## src/rtl/cmpc_pkg.sv

```systemverilog
// ----------------------------------------------------------------------------
// cmpc_pkg
// Shared types and constants of the cascade motor position controller:
// the transfer payloads, the register map and the fixed-point sizes.
// ----------------------------------------------------------------------------
package cmpc_pkg;

    // Fixed-point sizes.
    localparam int DUTY_BITS = 10;
    localparam int VEL_W     = 32;
    localparam int INT_W     = 48;
    localparam int POS_W     = 48;
    localparam int MUL_A_W   = 50;
    localparam int MUL_B_W   = 20;
    localparam int PROD_W    = MUL_A_W + MUL_B_W + 1;
    localparam int DIV_W     = 32;
    localparam int CFG_ADDR_W = 5;

    // Full-on PWM compare value.
    localparam logic [10:0] DUTY_FULL = 11'(1 << DUTY_BITS);

    // Velocity saturation bounds.
    localparam logic signed [VEL_W-1:0] VEL_MAX = {1'b0, {(VEL_W-1){1'b1}}};
    localparam logic signed [VEL_W-1:0] VEL_MIN = {1'b1, {(VEL_W-1){1'b0}}};

    // Register reset values.
    localparam logic [31:0] RST_VELOCITY_SCALE = 32'd72000000;
    localparam logic [15:0] RST_POSITION_SCALE = 16'd72;
    localparam logic [15:0] RST_FILTER_COEF    = 16'd16384;
    localparam logic [15:0] RST_KP_INNER       = 16'd3912;
    localparam logic [15:0] RST_KI_INNER       = 16'd391;
    localparam logic [15:0] RST_KP_OUTER       = 16'd412;
    localparam logic [11:0] RST_VOLT_LIMIT     = 12'd768;
    localparam logic [19:0] RST_DUTY_PER_VOLT  = 20'd52429;

    // Register map, word index.
    typedef enum logic [2:0] {
        REG_VELOCITY_SCALE = 3'd0,
        REG_POSITION_SCALE = 3'd1,
        REG_FILTER_COEF    = 3'd2,
        REG_KP_INNER       = 3'd3,
        REG_KI_INNER       = 3'd4,
        REG_KP_OUTER       = 3'd5,
        REG_VOLT_LIMIT     = 3'd6,
        REG_DUTY_PER_VOLT  = 3'd7
    } reg_index_t;

    // Item kinds.
    typedef enum logic [1:0] {
        KIND_EDGE   = 2'd0,
        KIND_FILTER = 2'd1,
        KIND_INNER  = 2'd2,
        KIND_OUTER  = 2'd3
    } kind_t;

    typedef struct packed {
        logic [1:0]         kind;
        logic [31:0]        edge_period_us;
        logic               channel_b_level;
        logic signed [47:0] target_position_q8;
    } in_item_t;

    typedef struct packed {
        logic [10:0]        duty_a;
        logic [10:0]        duty_b;
        logic signed [47:0] position_q8;
        logic signed [31:0] filtered_velocity_q8;
        logic signed [31:0] velocity_target_q8;
    } out_item_t;

endpackage

```

## src/rtl/cmpc_divider.sv

```systemverilog
// ----------------------------------------------------------------------------
// cmpc_divider
// Restoring radix-2 unsigned divider, one quotient bit per cycle.
// ----------------------------------------------------------------------------
module cmpc_divider (
    input  logic                        clk,
    input  logic                        rst_n,
    input  logic                        start,
    input  logic [cmpc_pkg::DIV_W-1:0]  dividend,
    input  logic [cmpc_pkg::DIV_W-1:0]  divisor,
    output logic [cmpc_pkg::DIV_W-1:0]  quotient,
    output logic                        done
);

    localparam int CNT_W = $clog2(cmpc_pkg::DIV_W);

    logic [cmpc_pkg::DIV_W-1:0] quo_reg;
    logic [cmpc_pkg::DIV_W-1:0] div_reg;
    logic [cmpc_pkg::DIV_W:0]   rem_reg;
    logic [CNT_W-1:0]           cnt_reg;
    logic                       busy_reg;
    logic                       done_reg;
    logic [cmpc_pkg::DIV_W:0]   shifted;
    logic [cmpc_pkg::DIV_W:0]   trial;

    // Shift in the next dividend bit and try the subtraction.
    assign shifted = {rem_reg[cmpc_pkg::DIV_W-1:0], quo_reg[cmpc_pkg::DIV_W-1]};
    assign trial   = shifted - {1'b0, div_reg};

    // Control state of the iteration.
    always_ff @(posedge clk or negedge rst_n)
    begin
        if (!rst_n)
        begin
            busy_reg <= 1'b0;
            done_reg <= 1'b0;
            cnt_reg  <= '0;
        end
        else
        begin
            done_reg <= 1'b0;
            if (start)
            begin
                busy_reg <= 1'b1;
                cnt_reg  <= '0;
            end
            else if (busy_reg)
            begin
                cnt_reg <= cnt_reg + 1'b1;
                if (cnt_reg == CNT_W'(cmpc_pkg::DIV_W - 1))
                begin
                    busy_reg <= 1'b0;
                    done_reg <= 1'b1;
                end
            end
        end
    end

    // Datapath of the iteration.
    always_ff @(posedge clk)
    begin
        if (start)
        begin
            quo_reg <= dividend;
            div_reg <= divisor;
            rem_reg <= '0;
        end
        else if (busy_reg)
        begin
            if (!trial[cmpc_pkg::DIV_W])
            begin
                rem_reg <= trial;
                quo_reg <= {quo_reg[cmpc_pkg::DIV_W-2:0], 1'b1};
            end
            else
            begin
                rem_reg <= shifted;
                quo_reg <= {quo_reg[cmpc_pkg::DIV_W-2:0], 1'b0};
            end
        end
    end

    assign quotient = quo_reg;
    assign done     = done_reg;

endmodule

```

## config.mk

```make
export PLATFORM = sky130hd
export DESIGN_NAME = cmpc_divider
export DESIGN_NICKNAME = d
export VERILOG_FILES = /design/src/rtl/cmpc_pkg.sv /design/src/rtl/cmpc_divider.sv
export SDC_FILE = /design/constraint.sdc
export NUM_CORES = 1
export LEC_CHECK = 0
export ABC_AREA = 1
export BUFFER_PORTS_ARGS = -buffer_cell sky130_fd_sc_hd__buf_4
export CAP_MARGIN = 30
export CELL_PAD_IN_SITES_DETAIL_PLACEMENT = 0
export CELL_PAD_IN_SITES_GLOBAL_PLACEMENT = 2
export CORE_MARGIN = 2
export CORE_UTILIZATION = 32
export DETAILED_ROUTE_END_ITERATION = 6
export PLACE_DENSITY = 0.93
export SLEW_MARGIN = 25
export SYNTH_ARGS = -nofsm -noshare
export SYNTH_HDL_FRONTEND = slang
export SYNTH_SLANG_ARGS = --single-unit
```

## constraint.sdc

```tcl
create_clock -name clk -period 2.55 [get_ports clk]
set_input_delay 0.51 -clock clk [delete_from_list [all_inputs] [get_ports clk]]
set_output_delay 0.51 -clock clk [all_outputs]
set_load 0.005 [all_outputs]
```

==> results of run 1 <==
-- synth_stat cells, drive strengths merged --
cell	number	area share
a22o	1	0.0013
dlygate4sd1	1	0.0013
nor3	18	0.014
nor2	44	0.026
or2	1	0.00090
inv	221	0.12
xor2	2	0.0025
a31oi	1	0.00090
dfxtp	32	0.092
o21ai	8	0.0058
edfxtp	64	0.28
nand3b	1	0.0011
buf	7	0.011
dfrtp	7	0.025
a21o	1	0.0011
clkbuf	10	0.0054
and2	6	0.0054
o21bai	1	0.0011
nand2	475	0.26
a21oi	20	0.014
ha	34	0.061
fa	1	0.0029
nand4	5	0.0045
nor4	1	0.00090
xnor2	13	0.016
nand3	58	0.043
-- worst max-delay path, cell delays in order (launching register included) --
cell,delay [ns]
sky130_fd_sc_hd__edfxtp_1,0.36
sky130_fd_sc_hd__inv_1,0.06
sky130_fd_sc_hd__ha_2,0.20
sky130_fd_sc_hd__fa_2,0.36
sky130_fd_sc_hd__inv_1,0.08
sky130_fd_sc_hd__nand2_1,0.06
sky130_fd_sc_hd__nand2_2,0.08
sky130_fd_sc_hd__nand3_1,0.09
sky130_fd_sc_hd__nand2_2,0.09
sky130_fd_sc_hd__nand2_1,0.06
sky130_fd_sc_hd__nand2_2,0.09
sky130_fd_sc_hd__nand2_4,0.07
sky130_fd_sc_hd__nand2_4,0.09
sky130_fd_sc_hd__nand2_4,0.08
sky130_fd_sc_hd__nand2_8,0.13
sky130_fd_sc_hd__buf_4,0.14
sky130_fd_sc_hd__o21ai_0,0.08
-- timing repair --
action,CTS,global route
endpoints found under the hold margin,7,0
endpoints found under the setup margin,0,31
hold buffers,1,0
setup buffers,0,6
gates resized for setup,0,10
-- kinds of logic (layout without fill, tap and decap cells) --
kind of cell,Yosys count,in the layout,share of synthesized area
compound gates,32,32,0.0246
xor+xnor,15,15,0.0190
fa+ha+maj,35,35,0.0643
buf+inv,239,361,0.138
flops,103,103,0.395
simple gates,609,610,0.360
-- per-stage QoR --
step                       util  std cells
final                     0.404       1431
after global routing      0.404       1431
after CTS                 0.397       1423
after detailed placement  0.382       1406
after global placement    0.382       1406
after floorplan               -       1033
-- final timing paths --
check | cells past startpoint | slack (ns) | endpoint
max reg2reg | 16 | 0.18 | quotient[0]$_DFFE_PP_
max in group asynchronous | 2 | 1.92 | cnt_reg[4]$_DFFE_PN0P_
min | 1 | 0.31 | div_reg[7]$_DFFE_PP_
max | 16 | 0.18 | quotient[0]$_DFFE_PP_
min reg2reg | 2 | 0.47 | rem_reg[9]$_SDFFE_PP0P_
min in group asynchronous | 2 | 0.49 | busy_reg$_DFF_PN0_
-- power breakdown --
| group | switching (uW) | internal [uW] | leakage, uW |
|---|---|---|---|
| sequential | 50.2 | 1880 | 0.00101 |
| combinational | 351 | 280 | 0.00356 |
| clock | 809 | 726 | 0.000156 |
| total | 1210 | 2890 | 0.00473 |
-- per-layer routing --
layer  wire length [um]  global-route usage
met1               9070               0.223
met2               8240               0.277
met3               1110              0.0488
met4                297              0.0481
met5                  0                   0
-- area by class of cell --
| class | instances | area, um2 | area share |
|---|---|---|---|
| Multi-Input combinational cell | 692 | 3300 | 0.387 |
| Clock buffer | 9 | 225 | 0.0264 |
| Timing Repair Buffer | 124 | 1000 | 0.117 |
| Clock inverter | 7 | 96.3 | 0.0113 |
| Tap cell | 275 | 344 | 0.0403 |
| Inverter | 221 | 830 | 0.0972 |
| Sequential cell | 103 | 2740 | 0.321 |
==> flow_summary.html, run 1 <==
<table>
<tr><th>Metric</th><th>Value</th></tr>
<tr><th colspan="2">STA</th></tr>
<tr><td>Final Hold Viols</td><td>0</td></tr>
<tr><td>Shortest period the worst path allows</td><td>about 2.4 ns</td></tr>
<tr><td>Post-layout worst setup margin</td><td>between 0.15 and 0.2 ns</td></tr>
<tr><td>Ratio of final minimum period to clock period</td><td>0.928</td></tr>
<tr><td>Maximum operating frequency</td><td>between 400 and 500 MHz</td></tr>
<tr><td>Relative slew margins</td><td>0.680</td></tr>
<tr><td>Post-Route Skew</td><td>around 0.022 ns</td></tr>
<tr><td>Worst hold slack after final layout</td><td>~0.3 ns</td></tr>
<tr><td>Setup TNS</td><td>0 ns</td></tr>
<tr><td>Actual slew at the worst max-slew pin</td><td>around 0.48 ns</td></tr>
<tr><td>Count of pins over their slew limit</td><td>0</td></tr>
<tr><td>Final setup vio count</td><td>0</td></tr>
<tr><th colspan="2">Synthesis</th></tr>
<tr><td>Seq cells post-synth</td><td>103</td></tr>
<tr><td>Avg Cell Area, Syn</td><td>6.71 um2</td></tr>
<tr><td>Share of synthesized area occupied by flip-flops and latches</td><td>0.395</td></tr>
<tr><td>Yosys synthesis warning count</td><td>0</td></tr>
<tr><td>Synthesized netlist net count</td><td>~1.1k</td></tr>
<tr><td>Post-synthesis cell area</td><td>around 6900 um2</td></tr>
<tr><td>Number of instances in the synthesized netlist</td><td>around 1.0k</td></tr>
<tr><td>Distinct cell type count of the synthesized netlist</td><td>35</td></tr>
<tr><th colspan="2">Placed design</th></tr>
<tr><td>HPWL after DPL</td><td>around 14,000 um</td></tr>
<tr><td>DP Area</td><td>8080 um2</td></tr>
<tr><td>Post-placement worst setup slack</td><td>between 0.09 and 0.1 ns</td></tr>
<tr><td>Final weighted congestion of routability-driven global placement</td><td>between 0.8 and 0.9</td></tr>
<tr><td>Number of I/O port buffers</td><td>99</td></tr>
<tr><th colspan="2">Clock tree</th></tr>
<tr><td>Reg clk slew, reported paths</td><td>roughly 0.090 ns</td></tr>
<tr><td>Clk sink count</td><td>roughly 100</td></tr>
<tr><td>CTS tree</td><td>built</td></tr>
<tr><td>H-tree lvl count</td><td>3</td></tr>
<tr><td>Total CTS buffers</td><td>9</td></tr>
<tr><td>Clock root buffer master</td><td>sky130_fd_sc_hd__clkbuf_16</td></tr>
<tr><td>Clk buf depth</td><td>2</td></tr>
<tr><td>Insertion delay to the later sink of the worst-skew pair</td><td>between 0.3 and 0.4 ns</td></tr>
<tr><th colspan="2">Final layout</th></tr>
<tr><td>Final cell area excluding filler cells</td><td>between 8000 and 9000 um2</td></tr>
<tr><td>Layout cell share with drive strength beyond 1</td><td>0.149</td></tr>
<tr><td>ANT cells</td><td>0</td></tr>
<tr><td>Most common cell after layout, fill and taps aside</td><td>sky130_fd_sc_hd__nand2_1</td></tr>
<tr><td>Layout fillers</td><td>2,281</td></tr>
<tr><td>Commonest non-fill, non-tap cells in the layout</td><td>sky130_fd_sc_hd__nand2_1 (459), sky130_fd_sc_hd__inv_1 (218), sky130_fd_sc_hd__buf_4 (118)</td></tr>
<tr><td>Nets</td><td>1,253</td></tr>
<tr><td>Area growth, synth to finish</td><td>23.2%</td></tr>
<tr><th colspan="2">Worst setup path</th></tr>
<tr><td>Required time of the worst setup path</td><td>between 2 and 3 ns</td></tr>
<tr><td>Arr. time, crit path</td><td>about 2.5 ns</td></tr>
<tr><td>Type of element capturing the critical path</td><td>register</td></tr>
<tr><td>Worst reg2reg startpoint</td><td>quotient[31]$_DFFE_PP_</td></tr>
<tr><td>Worst Path Class, Setup</td><td>register to register</td></tr>
<tr><td>Maximum fanout along the worst path</td><td>6</td></tr>
<tr><td>Startpoint type of the worst setup path</td><td>register</td></tr>
<tr><td>Setup crit start</td><td>quotient[31]$_DFFE_PP_</td></tr>
<tr><th colspan="2">Global route</th></tr>
<tr><td>Pin count of the biggest net entering global routing</td><td>35</td></tr>
<tr><td>Wire length of the first global-routing pass</td><td>roughly 31,000 um</td></tr>
<tr><td>Overall track demand over capacity in global routing</td><td>0.171</td></tr>
<tr><td>Antenna violations before repair</td><td>0</td></tr>
<tr><td>Final global-route overflow total</td><td>0</td></tr>
<tr><td>Vias in the first global route</td><td>6,207</td></tr>
<tr><th colspan="2">Pwr</th></tr>
<tr><td>Pwr dens</td><td>about 480 nW/um2</td></tr>
<tr><td>LEAKAGE</td><td>roughly 0.0047 uW</td></tr>
<tr><td>Total chip power</td><td>4100 uW</td></tr>
<tr><td>Peak supply drop</td><td>about 400 uV</td></tr>
<tr><th colspan="2">Hold path</th></tr>
<tr><td>Startpoint of the lowest-slack hold path</td><td>divisor[7]</td></tr>
<tr><td>Hold Path Class</td><td>input pin to register</td></tr>
<tr><th colspan="2">Detailed routing</th></tr>
<tr><td>Violation count after the first detailed-route iteration</td><td>273</td></tr>
<tr><td>Total number of vias</td><td>around 6.3k</td></tr>
<tr><td>Antenna-violating nets left</td><td>0</td></tr>
<tr><td>Vias per std cell</td><td>roughly 4.4</td></tr>
<tr><td>Residual DRC</td><td>0</td></tr>
<tr><td>Sum of routed wire length over all layers</td><td>between 15,000 and 20,000 um</td></tr>
<tr><td>Number of detailed-routing iterations run before antenna repair</td><td>4</td></tr>
<tr><td>Average wire length per cell after detail routing</td><td>13.1 um</td></tr>
<tr><th colspan="2">Floorplanning</th></tr>
<tr><td>Number of ports placed on the die boundary</td><td>100</td></tr>
<tr><td>Die extent in x</td><td>151 um</td></tr>
<tr><td>Initial standard-cell utilization of the core</td><td>0.328</td></tr>
<tr><td>Overall die area</td><td>between 20,000 and 25,000 um2</td></tr>
<tr><td>Placeable Area</td><td>approximately 21,000 um2</td></tr>
<tr><td>Cell Rows</td><td>53</td></tr>
<tr><td>Die H</td><td>between 150 and 200 um</td></tr>
<tr><th colspan="2">Job</th></tr>
<tr><td>Max Cap Violations</td><td>0</td></tr>
<tr><th colspan="2">Run status</th></tr>
<tr><td>Result of the run</td><td>finished, final reports clean</td></tr>
</table>
Power figures use the tool's default switching activity.
==> run 2: changes to the inputs <==
CORE_MARGIN = unset   (was 2)
==> flow_summary.html, run 2 (synthesized netlist as in run 1, its figures left out) <==
<table>
<tr><th>Metric</th><th>Value</th></tr>
<tr><th colspan="2">STA</th></tr>
<tr><td>RSZ-0062 raised after global routing</td><td>no</td></tr>
<tr><td>Worst hold slack after final layout</td><td>0.311 ns (+0.00480 ns)</td></tr>
<tr><td>Final Hold Viols</td><td>0 (unchanged)</td></tr>
<tr><td>Relative slew margins</td><td>0.706 (+0.0264)</td></tr>
<tr><td>Final setup vio count</td><td>0 (unchanged)</td></tr>
<tr><td>Count of pins over their slew limit</td><td>0 (unchanged)</td></tr>
<tr><td>Actual slew at the worst max-slew pin</td><td>0.441 ns (-0.0360 ns)</td></tr>
<tr><td>Maximum operating frequency</td><td>428 MHz (+1.2%)</td></tr>
<tr><td>Ratio of final minimum period to clock period</td><td>0.917 (-0.0111)</td></tr>
<tr><td>Post-Route Skew</td><td>0.0135 ns (-0.00878 ns)</td></tr>
<tr><td>Shortest period the worst path allows</td><td>2.34 ns (-0.0282 ns)</td></tr>
<tr><td>Setup TNS</td><td>0 ns (unchanged)</td></tr>
<tr><th colspan="2">Floorplanning</th></tr>
<tr><td>Initial standard-cell utilization of the core</td><td>0.328 (unchanged)</td></tr>
<tr><td>Number of ports placed on the die boundary</td><td>100 (unchanged)</td></tr>
<tr><td>Overall die area</td><td>22,300 um2 (-2.6%)</td></tr>
<tr><td>Die H</td><td>149 um (-1.3%)</td></tr>
<tr><td>Cell Rows</td><td>53 (unchanged)</td></tr>
<tr><td>Placeable Area</td><td>21,200 um2 (unchanged)</td></tr>
<tr><td>Die extent in x</td><td>149 um (-1.3%)</td></tr>
<tr><th colspan="2">Clock tree</th></tr>
<tr><td>Clk sink count</td><td>103 (unchanged)</td></tr>
<tr><td>Clk buf depth</td><td>2 (unchanged)</td></tr>
<tr><td>Clock root buffer master</td><td>sky130_fd_sc_hd__clkbuf_16</td></tr>
<tr><td>Insertion delay to the later sink of the worst-skew pair</td><td>0.37 ns (about the same)</td></tr>
<tr><td>H-tree lvl count</td><td>3 (unchanged)</td></tr>
<tr><td>Total CTS buffers</td><td>9 (unchanged)</td></tr>
<tr><td>CTS tree</td><td>built</td></tr>
<tr><td>Reg clk slew, reported paths</td><td>0.09 ns (about the same)</td></tr>
<tr><th colspan="2">Detailed routing</th></tr>
<tr><td>Number of detailed-routing iterations run before antenna repair</td><td>5 (+1)</td></tr>
<tr><td>Antenna-violating nets left</td><td>0 (unchanged)</td></tr>
<tr><td>Residual DRC</td><td>0 (unchanged)</td></tr>
<tr><td>Average wire length per cell after detail routing</td><td>13.2 um (+0.70%)</td></tr>
<tr><td>Violation count after the first detailed-route iteration</td><td>273 (unchanged)</td></tr>
<tr><td>Sum of routed wire length over all layers</td><td>18,800 um (+0.28%)</td></tr>
<tr><td>Total number of vias</td><td>6,203 (-0.96%)</td></tr>
<tr><td>Vias per std cell</td><td>4.35 (-0.54%)</td></tr>
<tr><th colspan="2">Global route</th></tr>
<tr><td>Pin count of the biggest net entering global routing</td><td>34 (-2.9%)</td></tr>
<tr><td>Antenna violations before repair</td><td>0 (unchanged)</td></tr>
<tr><td>Final global-route overflow total</td><td>0 (unchanged)</td></tr>
<tr><td>Vias in the first global route</td><td>6,116 (-1.5%)</td></tr>
<tr><td>Overall track demand over capacity in global routing</td><td>0.173 (+0.00251)</td></tr>
<tr><td>Wire length of the first global-routing pass</td><td>30,100 um (-1.9%)</td></tr>
<tr><th colspan="2">Final layout</th></tr>
<tr><td>Commonest non-fill, non-tap cells in the layout</td><td>sky130_fd_sc_hd__nand2_1 (459), sky130_fd_sc_hd__inv_1 (218), sky130_fd_sc_hd__buf_4 (109)</td></tr>
<tr><td>Final cell area excluding filler cells</td><td>8510 um2 (-0.31%)</td></tr>
<tr><td>ANT cells</td><td>0 (unchanged)</td></tr>
<tr><td>Area growth, synth to finish</td><td>22.8%</td></tr>
<tr><td>Most common cell after layout, fill and taps aside</td><td>sky130_fd_sc_hd__nand2_1</td></tr>
<tr><td>Layout cell share with drive strength beyond 1</td><td>0.145 (-0.00357)</td></tr>
<tr><td>Utilization after layout</td><td>0.402 (-0.00124)</td></tr>
<tr><td>Nets</td><td>1,247 (-0.48%)</td></tr>
<tr><th colspan="2">Pwr</th></tr>
<tr><td>Pwr dens</td><td>469 nW/um2 (-2.3%)</td></tr>
<tr><td>Peak supply drop</td><td>313 uV (-21%)</td></tr>
<tr><td>LEAKAGE</td><td>0.00469 uW (-0.73%)</td></tr>
<tr><th colspan="2">Worst setup path</th></tr>
<tr><td>Worst Path Class, Setup</td><td>register to register</td></tr>
<tr><td>Length in cells of the worst reg-to-reg path</td><td>18 (+2)</td></tr>
<tr><td>Arr. time, crit path</td><td>2.60 ns (+0.12 ns)</td></tr>
<tr><td>Required time of the worst setup path</td><td>2.81 ns (+0.14 ns)</td></tr>
<tr><td>Buf+Inv Stages, Crit Path</td><td>3 (unchanged)</td></tr>
<tr><td>Cell family with the largest share of critical-path delay</td><td>simple AND/OR/NAND/NOR gates</td></tr>
<tr><td>Startpoint type of the worst setup path</td><td>register</td></tr>
<tr><td>Type of element capturing the critical path</td><td>register</td></tr>
<tr><td>Number of gates on the worst path with buffers counted</td><td>18 (+2)</td></tr>
<tr><td>Ordered list of cells on the worst path</td><td>inv_1 &gt; ha_2 &gt; fa_2 &gt; inv_1 &gt; nand2_1 &gt; nand2_2 &gt; nand3_1 &gt; nand2_2 &gt; nand2_1 &gt; nand2_2 &gt; nand2_2 &gt; nand2_4 &gt; nand2_2 &gt; nand2_8 &gt; clkbuf_16 &gt; nand2_1 &gt; nand3_1 &gt; nand2_1</td></tr>
<tr><td>Maximum fanout along the worst path</td><td>7 (+1)</td></tr>
<tr><td>Maximum cell stage delay along the critical path</td><td>0.35 ns (about the same)</td></tr>
<tr><td>Worst-path cell with the longest stage delay</td><td>sky130_fd_sc_hd__edfxtp_1</td></tr>
<tr><td>Most common cell on crit path</td><td>sky130_fd_sc_hd__nand2_2</td></tr>
<tr><th colspan="2">Job</th></tr>
<tr><td>Max Cap Violations</td><td>0 (unchanged)</td></tr>
<tr><th colspan="2">Run status</th></tr>
<tr><td>Result of the run</td><td>finished, final reports clean</td></tr>
<tr><th colspan="2">Placed design</th></tr>
<tr><td>Final weighted congestion of routability-driven global placement</td><td>0.875 (+0.17%)</td></tr>
<tr><td>HPWL after DPL</td><td>14,000 um (-1.2%)</td></tr>
<tr><td>Number of I/O port buffers</td><td>99 (unchanged)</td></tr>
<tr><td>DP Area</td><td>8070 um2 (-0.12%)</td></tr>
<tr><th colspan="2">Hold path</th></tr>
<tr><td>Worst hold stages</td><td>1 (unchanged)</td></tr>
<tr><td>Hold Path Class</td><td>input pin to register</td></tr>
</table>
[run 2: changes by cell type in the layout (fill, tap and decap cells not counted), moves of 2 or more]
cell,change
sky130_fd_sc_hd__buf_4,-9
sky130_fd_sc_hd__clkbuf_16,+2
sky130_fd_sc_hd__inv_12,-2
sky130_fd_sc_hd__inv_6,+2
sky130_fd_sc_hd__nand2_2,+2
sky130_fd_sc_hd__nand2_4,-2
[run 2: path summary, 6_finish.rpt]
kind                                         startpoint                        to  slack, ns
max in group asynchronous                         rst_n            done$_DFF_PN0_       1.93
worst min register to register  rem_reg[5]$_SDFFE_PP0P_   rem_reg[5]$_SDFFE_PP0P_       0.48
min in group asynchronous                         rst_n    cnt_reg[3]$_DFFE_PN0P_       0.49
worst min-delay path                         divisor[7]      div_reg[7]$_DFFE_PP_       0.31
worst max-delay path             quotient[31]$_DFFE_PP_  rem_reg[24]$_SDFFE_PP0P_       0.21
worst max register to register   quotient[31]$_DFFE_PP_  rem_reg[24]$_SDFFE_PP0P_       0.21
[run 2: final cells by class]
class	instances	area, um2
fill	2269	12600
multi-input combinational	691	3290
sequential	103	2740
timing repair buffer	119	1010
inverter	221	830
tap	275	344
clock buffer	9	225
clock inverter	7	70.1
[run 2: routing by layer]
layer  GRT usage  part of all wire  wire length (um)
met5           0                 0                 0
met4      0.0357             0.012               218
met3      0.0532             0.061              1150
met2       0.291              0.45              8510
met1       0.218              0.47              8890
[run 2: what timing repair did]
item / 4_1_cts / 5_1_grt
hold buffers: 1 / 0
gates resized for setup: 0 / 10
setup endpoints to repair: 0 / 31
setup buffers: 0 / 1
endpoints found under the hold margin: 7 / 0
[run 2: metrics by stage]
stage / power, uW / cells / setup WS (ns)
3_5_place_dp: 2600 / 1403 / 0.122
2_1_floorplan: 2310 / 1033 / 0.296
3_3_place_gp: 2600 / 1403 / 0.187
5_1_grt: 4210 / 1425 / 0.0104
6_report: 3990 / 1425 / 0.212
4_1_cts: 4060 / 1420 / 0.102
[run 2: power breakdown]
group / internal (uW) / switching [uW] / leakage [uW]
clock: 696 / 736 / 0.000147
combinational: 276 / 351 / 0.00353
sequential: 1880 / 50.5 / 0.00101
total: 2850 / 1140 / 0.00469
==> run 3: changes to the inputs <==
CORE_MARGIN = 3   (was unset)
==> flow_summary.html, run 3 (synthesized netlist as in run 1, its figures left out) <==
<table>
<tr><th>Metric</th><th>Value</th></tr>
<tr><th colspan="2">Floorplanning</th></tr>
<tr><td>Overall die area</td><td>23,500 um2 (+5.4%)</td></tr>
<tr><td>Die extent in x</td><td>153 um (+2.7%)</td></tr>
<tr><td>Placeable Area</td><td>21,200 um2 (unchanged)</td></tr>
<tr><td>Initial standard-cell utilization of the core</td><td>0.328 (unchanged)</td></tr>
<tr><td>Die H</td><td>153 um (+2.7%)</td></tr>
<tr><td>Cell Rows</td><td>53 (unchanged)</td></tr>
<tr><td>Number of ports placed on the die boundary</td><td>100 (unchanged)</td></tr>
<tr><th colspan="2">Global route</th></tr>
<tr><td>Final global-route overflow total</td><td>0 (unchanged)</td></tr>
<tr><td>Overall track demand over capacity in global routing</td><td>0.161 (-0.0128)</td></tr>
<tr><td>Antenna violations before repair</td><td>0 (unchanged)</td></tr>
<tr><td>Wire length of the first global-routing pass</td><td>31,000 um (+3.0%)</td></tr>
<tr><td>Vias in the first global route</td><td>6,176 (+0.98%)</td></tr>
<tr><td>Pin count of the biggest net entering global routing</td><td>34 (unchanged)</td></tr>
<tr><th colspan="2">STA</th></tr>
<tr><td>Final Hold Viols</td><td>0 (unchanged)</td></tr>
<tr><td>Post-Route Skew</td><td>0.0137 ns (+0.000240 ns)</td></tr>
<tr><td>Maximum operating frequency</td><td>423 MHz (-1.1%)</td></tr>
<tr><td>Shortest period the worst path allows</td><td>2.37 ns (+0.0268 ns)</td></tr>
<tr><td>Post-layout worst setup margin</td><td>0.185 ns (-0.0268 ns)</td></tr>
<tr><td>Final setup vio count</td><td>0 (unchanged)</td></tr>
<tr><td>Count of pins over their slew limit</td><td>0 (unchanged)</td></tr>
<tr><td>Actual slew at the worst max-slew pin</td><td>0.435 ns (-0.00549 ns)</td></tr>
<tr><td>Ratio of final minimum period to clock period</td><td>0.927 (+0.0105)</td></tr>
<tr><td>Relative slew margins</td><td>0.708 (+0.00143)</td></tr>
<tr><td>Worst hold slack after final layout</td><td>0.316 ns (+0.00489 ns)</td></tr>
<tr><th colspan="2">Detailed routing</th></tr>
<tr><td>Number of detailed-routing iterations run before antenna repair</td><td>4 (-1)</td></tr>
<tr><td>Average wire length per cell after detail routing</td><td>13.3 um (+1.1%)</td></tr>
<tr><td>Violation count after the first detailed-route iteration</td><td>277 (+1.5%)</td></tr>
<tr><td>Residual DRC</td><td>0 (unchanged)</td></tr>
<tr><td>Antenna-violating nets left</td><td>0 (unchanged)</td></tr>
<tr><td>Sum of routed wire length over all layers</td><td>19,000 um (+1.4%)</td></tr>
<tr><td>Total number of vias</td><td>6,166 (-0.60%)</td></tr>
<tr><td>Vias per std cell</td><td>4.31 (-0.87%)</td></tr>
<tr><th colspan="2">Pwr</th></tr>
<tr><td>Proportion of total power due to net switching</td><td>0.294 (+0.00943)</td></tr>
<tr><td>Switching Power</td><td>1200 uW (+5.9%)</td></tr>
<tr><td>Sequential fraction of design power</td><td>0.473 (-0.011)</td></tr>
<tr><td>Internal Pwr Total</td><td>2890 uW (+1.1%)</td></tr>
<tr><td>LEAKAGE</td><td>0.00468 uW (-0.33%)</td></tr>
<tr><td>Peak supply drop</td><td>335 uV (+7.0%)</td></tr>
<tr><td>Relative contribution of combinational cells to total power</td><td>0.155 (-0.002)</td></tr>
<tr><td>Share of power burned in the clock network</td><td>0.372 (+0.013)</td></tr>
<tr><td>Pwr dens</td><td>482 nW/um2 (+2.7%)</td></tr>
<tr><th colspan="2">Final layout</th></tr>
<tr><td>Most common cell after layout, fill and taps aside</td><td>sky130_fd_sc_hd__nand2_1</td></tr>
<tr><td>Layout cell share with drive strength beyond 1</td><td>0.146 (+0.00123)</td></tr>
<tr><td>Nets</td><td>1,251 (+0.32%)</td></tr>
<tr><td>Sequential cell area</td><td>2740 um2 (unchanged)</td></tr>
<tr><td>Layout fillers</td><td>2,307 (+1.7%)</td></tr>
<tr><td>Commonest non-fill, non-tap cells in the layout</td><td>sky130_fd_sc_hd__nand2_1 (459), sky130_fd_sc_hd__inv_1 (218), sky130_fd_sc_hd__buf_4 (117)</td></tr>
<tr><td>Final standard cell count with taps included and fillers excluded</td><td>1,429 (+0.28%)</td></tr>
<tr><td>Final cell area excluding filler cells</td><td>8490 um2 (-0.24%)</td></tr>
<tr><td>Area taken by multi-input logic gates</td><td>3260 um2 (-0.91%)</td></tr>
<tr><td>Area growth, synth to finish</td><td>22.5%</td></tr>
<tr><td>ANT cells</td><td>0 (unchanged)</td></tr>
<tr><th colspan="2">Placed design</th></tr>
<tr><td>HPWL after DPL</td><td>14,700 um (+5.2%)</td></tr>
<tr><td>DP Area</td><td>8080 um2 (+0.12%)</td></tr>
<tr><td>Final weighted congestion of routability-driven global placement</td><td>0.904 (+3.3%)</td></tr>
<tr><td>Total placed cells including tap cells</td><td>1,406 (+0.21%)</td></tr>
<tr><td>Number of I/O port buffers</td><td>99 (unchanged)</td></tr>
<tr><td>Post-placement worst setup slack</td><td>0.113 ns (-0.00843 ns)</td></tr>
<tr><th colspan="2">Clock tree</th></tr>
<tr><td>H-tree lvl count</td><td>3 (unchanged)</td></tr>
<tr><td>Insertion delay to the later sink of the worst-skew pair</td><td>0.36 ns (about the same)</td></tr>
<tr><td>Clock root buffer master</td><td>sky130_fd_sc_hd__clkbuf_16</td></tr>
<tr><td>CTS tree</td><td>built</td></tr>
<tr><td>Reg clk slew, reported paths</td><td>0.09 ns (about the same)</td></tr>
<tr><td>Clk buf depth</td><td>2 (unchanged)</td></tr>
<tr><td>Clk sink count</td><td>103 (unchanged)</td></tr>
<tr><td>Total CTS buffers</td><td>9 (unchanged)</td></tr>
<tr><th colspan="2">Run status</th></tr>
<tr><td>Result of the run</td><td>finished, final reports clean</td></tr>
<tr><th colspan="2">Worst setup path</th></tr>
<tr><td>Maximum cell stage delay along the critical path</td><td>0.36 ns (about the same)</td></tr>
<tr><td>Worst-path cell with the longest stage delay</td><td>sky130_fd_sc_hd__fa_2</td></tr>
<tr><td>Ordered list of cells on the worst path</td><td>inv_1 &gt; ha_2 &gt; fa_2 &gt; inv_1 &gt; nand2_1 &gt; nand2_2 &gt; nand3_1 &gt; nand2_2 &gt; nand2_1 &gt; nand2_2 &gt; nand2_2 &gt; nand2_4 &gt; nand2_2 &gt; nand2_4 &gt; buf_12 &gt; nor2_1 &gt; o21ai_0</td></tr>
<tr><td>Maximum fanout along the worst path</td><td>13 (+6)</td></tr>
<tr><td>Worst Path Class, Setup</td><td>register to register</td></tr>
<tr><td>Required time of the worst setup path</td><td>2.84 ns (+0.03 ns)</td></tr>
<tr><td>Cell family with the largest share of critical-path delay</td><td>simple AND/OR/NAND/NOR gates</td></tr>
<tr><td>Buf+Inv Stages, Crit Path</td><td>3 (unchanged)</td></tr>
<tr><td>Most common cell on crit path</td><td>sky130_fd_sc_hd__nand2_2</td></tr>
<tr><td>Arr. time, crit path</td><td>2.65 ns (+0.05 ns)</td></tr>
<tr><td>Startpoint type of the worst setup path</td><td>register</td></tr>
<tr><td>Type of element capturing the critical path</td><td>register</td></tr>
<tr><th colspan="2">Hold path</th></tr>
<tr><td>Hold Path Class</td><td>input pin to register</td></tr>
<tr><th colspan="2">Job</th></tr>
<tr><td>Max Cap Violations</td><td>0 (unchanged)</td></tr>
</table>
run 3: what timing repair did:
item,4_1_cts,5_1_grt
hold buffers,1,0
hold endpoints to repair,7,0
endpoints found under the setup margin,0,31
buffers inserted,0,5
gates resized for setup,0,5
run 3: worst paths after layout:
check,startpoint,end,slack (ns),cells after the start
setup / recovery,quotient[31]$_DFFE_PP_,rem_reg[30]$_SDFFE_PP0P_,0.18,17
min in group asynchronous,rst_n,cnt_reg[2]$_DFFE_PN0P_,0.50,2
setup reg to reg,quotient[31]$_DFFE_PP_,rem_reg[30]$_SDFFE_PP0P_,0.18,17
hold / removal,divisor[29],div_reg[29]$_DFFE_PP_,0.32,1
max in group asynchronous,rst_n,cnt_reg[4]$_DFFE_PN0P_,1.92,2
hold reg to reg,rem_reg[24]$_SDFFE_PP0P_,rem_reg[24]$_SDFFE_PP0P_,0.48,2
run 3: routing by layer:
| metal | GRT usage | vias up | wire length [um] |
|---|---|---|---|
| met5 | 0 | - | 0 |
| met4 | 0.0344 | 0 | 230 |
| met3 | 0.0430 | 14 | 1040 |
| met2 | 0.261 | 123 | 8500 |
| met1 | 0.216 | 2696 | 9270 |
| li1 | - | 3333 | - |
run 3: final cells by class:
| class | count | share of cell area |
|---|---|---|
| timing repair buffer | 123 | 0.117 |
| inverter | 221 | 0.0977 |
| clock inverter | 7 | 0.0119 |
| sequential | 103 | 0.322 |
| multi-input combinational | 691 | 0.384 |
| clock buffer | 9 | 0.0265 |
| tap | 275 | 0.0405 |
run 3: metrics by stage:
| stage | TNS (ns) | power (uW) | utilization |
|---|---|---|---|
| after CTS | 0 | 4150 | 0.398 |
| after floorplan | 0 | 2310 | - |
| after global placement | 0 | 2600 | 0.382 |
| after global routing | -0.00267 | 4300 | 0.401 |
| after detailed placement | 0 | 2600 | 0.382 |
| final | 0 | 4090 | 0.401 |
run 3: worst register-to-register path, delay by kind of cell, from the launching register on:
family	cells	cell delay (ns)
AOI/OAI and AO/OA	1	0.17
adders and majority gates	2	0.56
buffers and inverters	3	0.30
DFF	1	0.34
and+or+nand+nor	11	0.92
run 3: power by group through the flow:
stage               combinational [uW]  clock [uW]  sequential (uW)
floorplan                          348           0             1960
global placement                   635           0             1970
detailed placement                 634           0             1970
CTS                                637        1580             1930
global route                       725        1630             1950
finish                             635        1520             1930
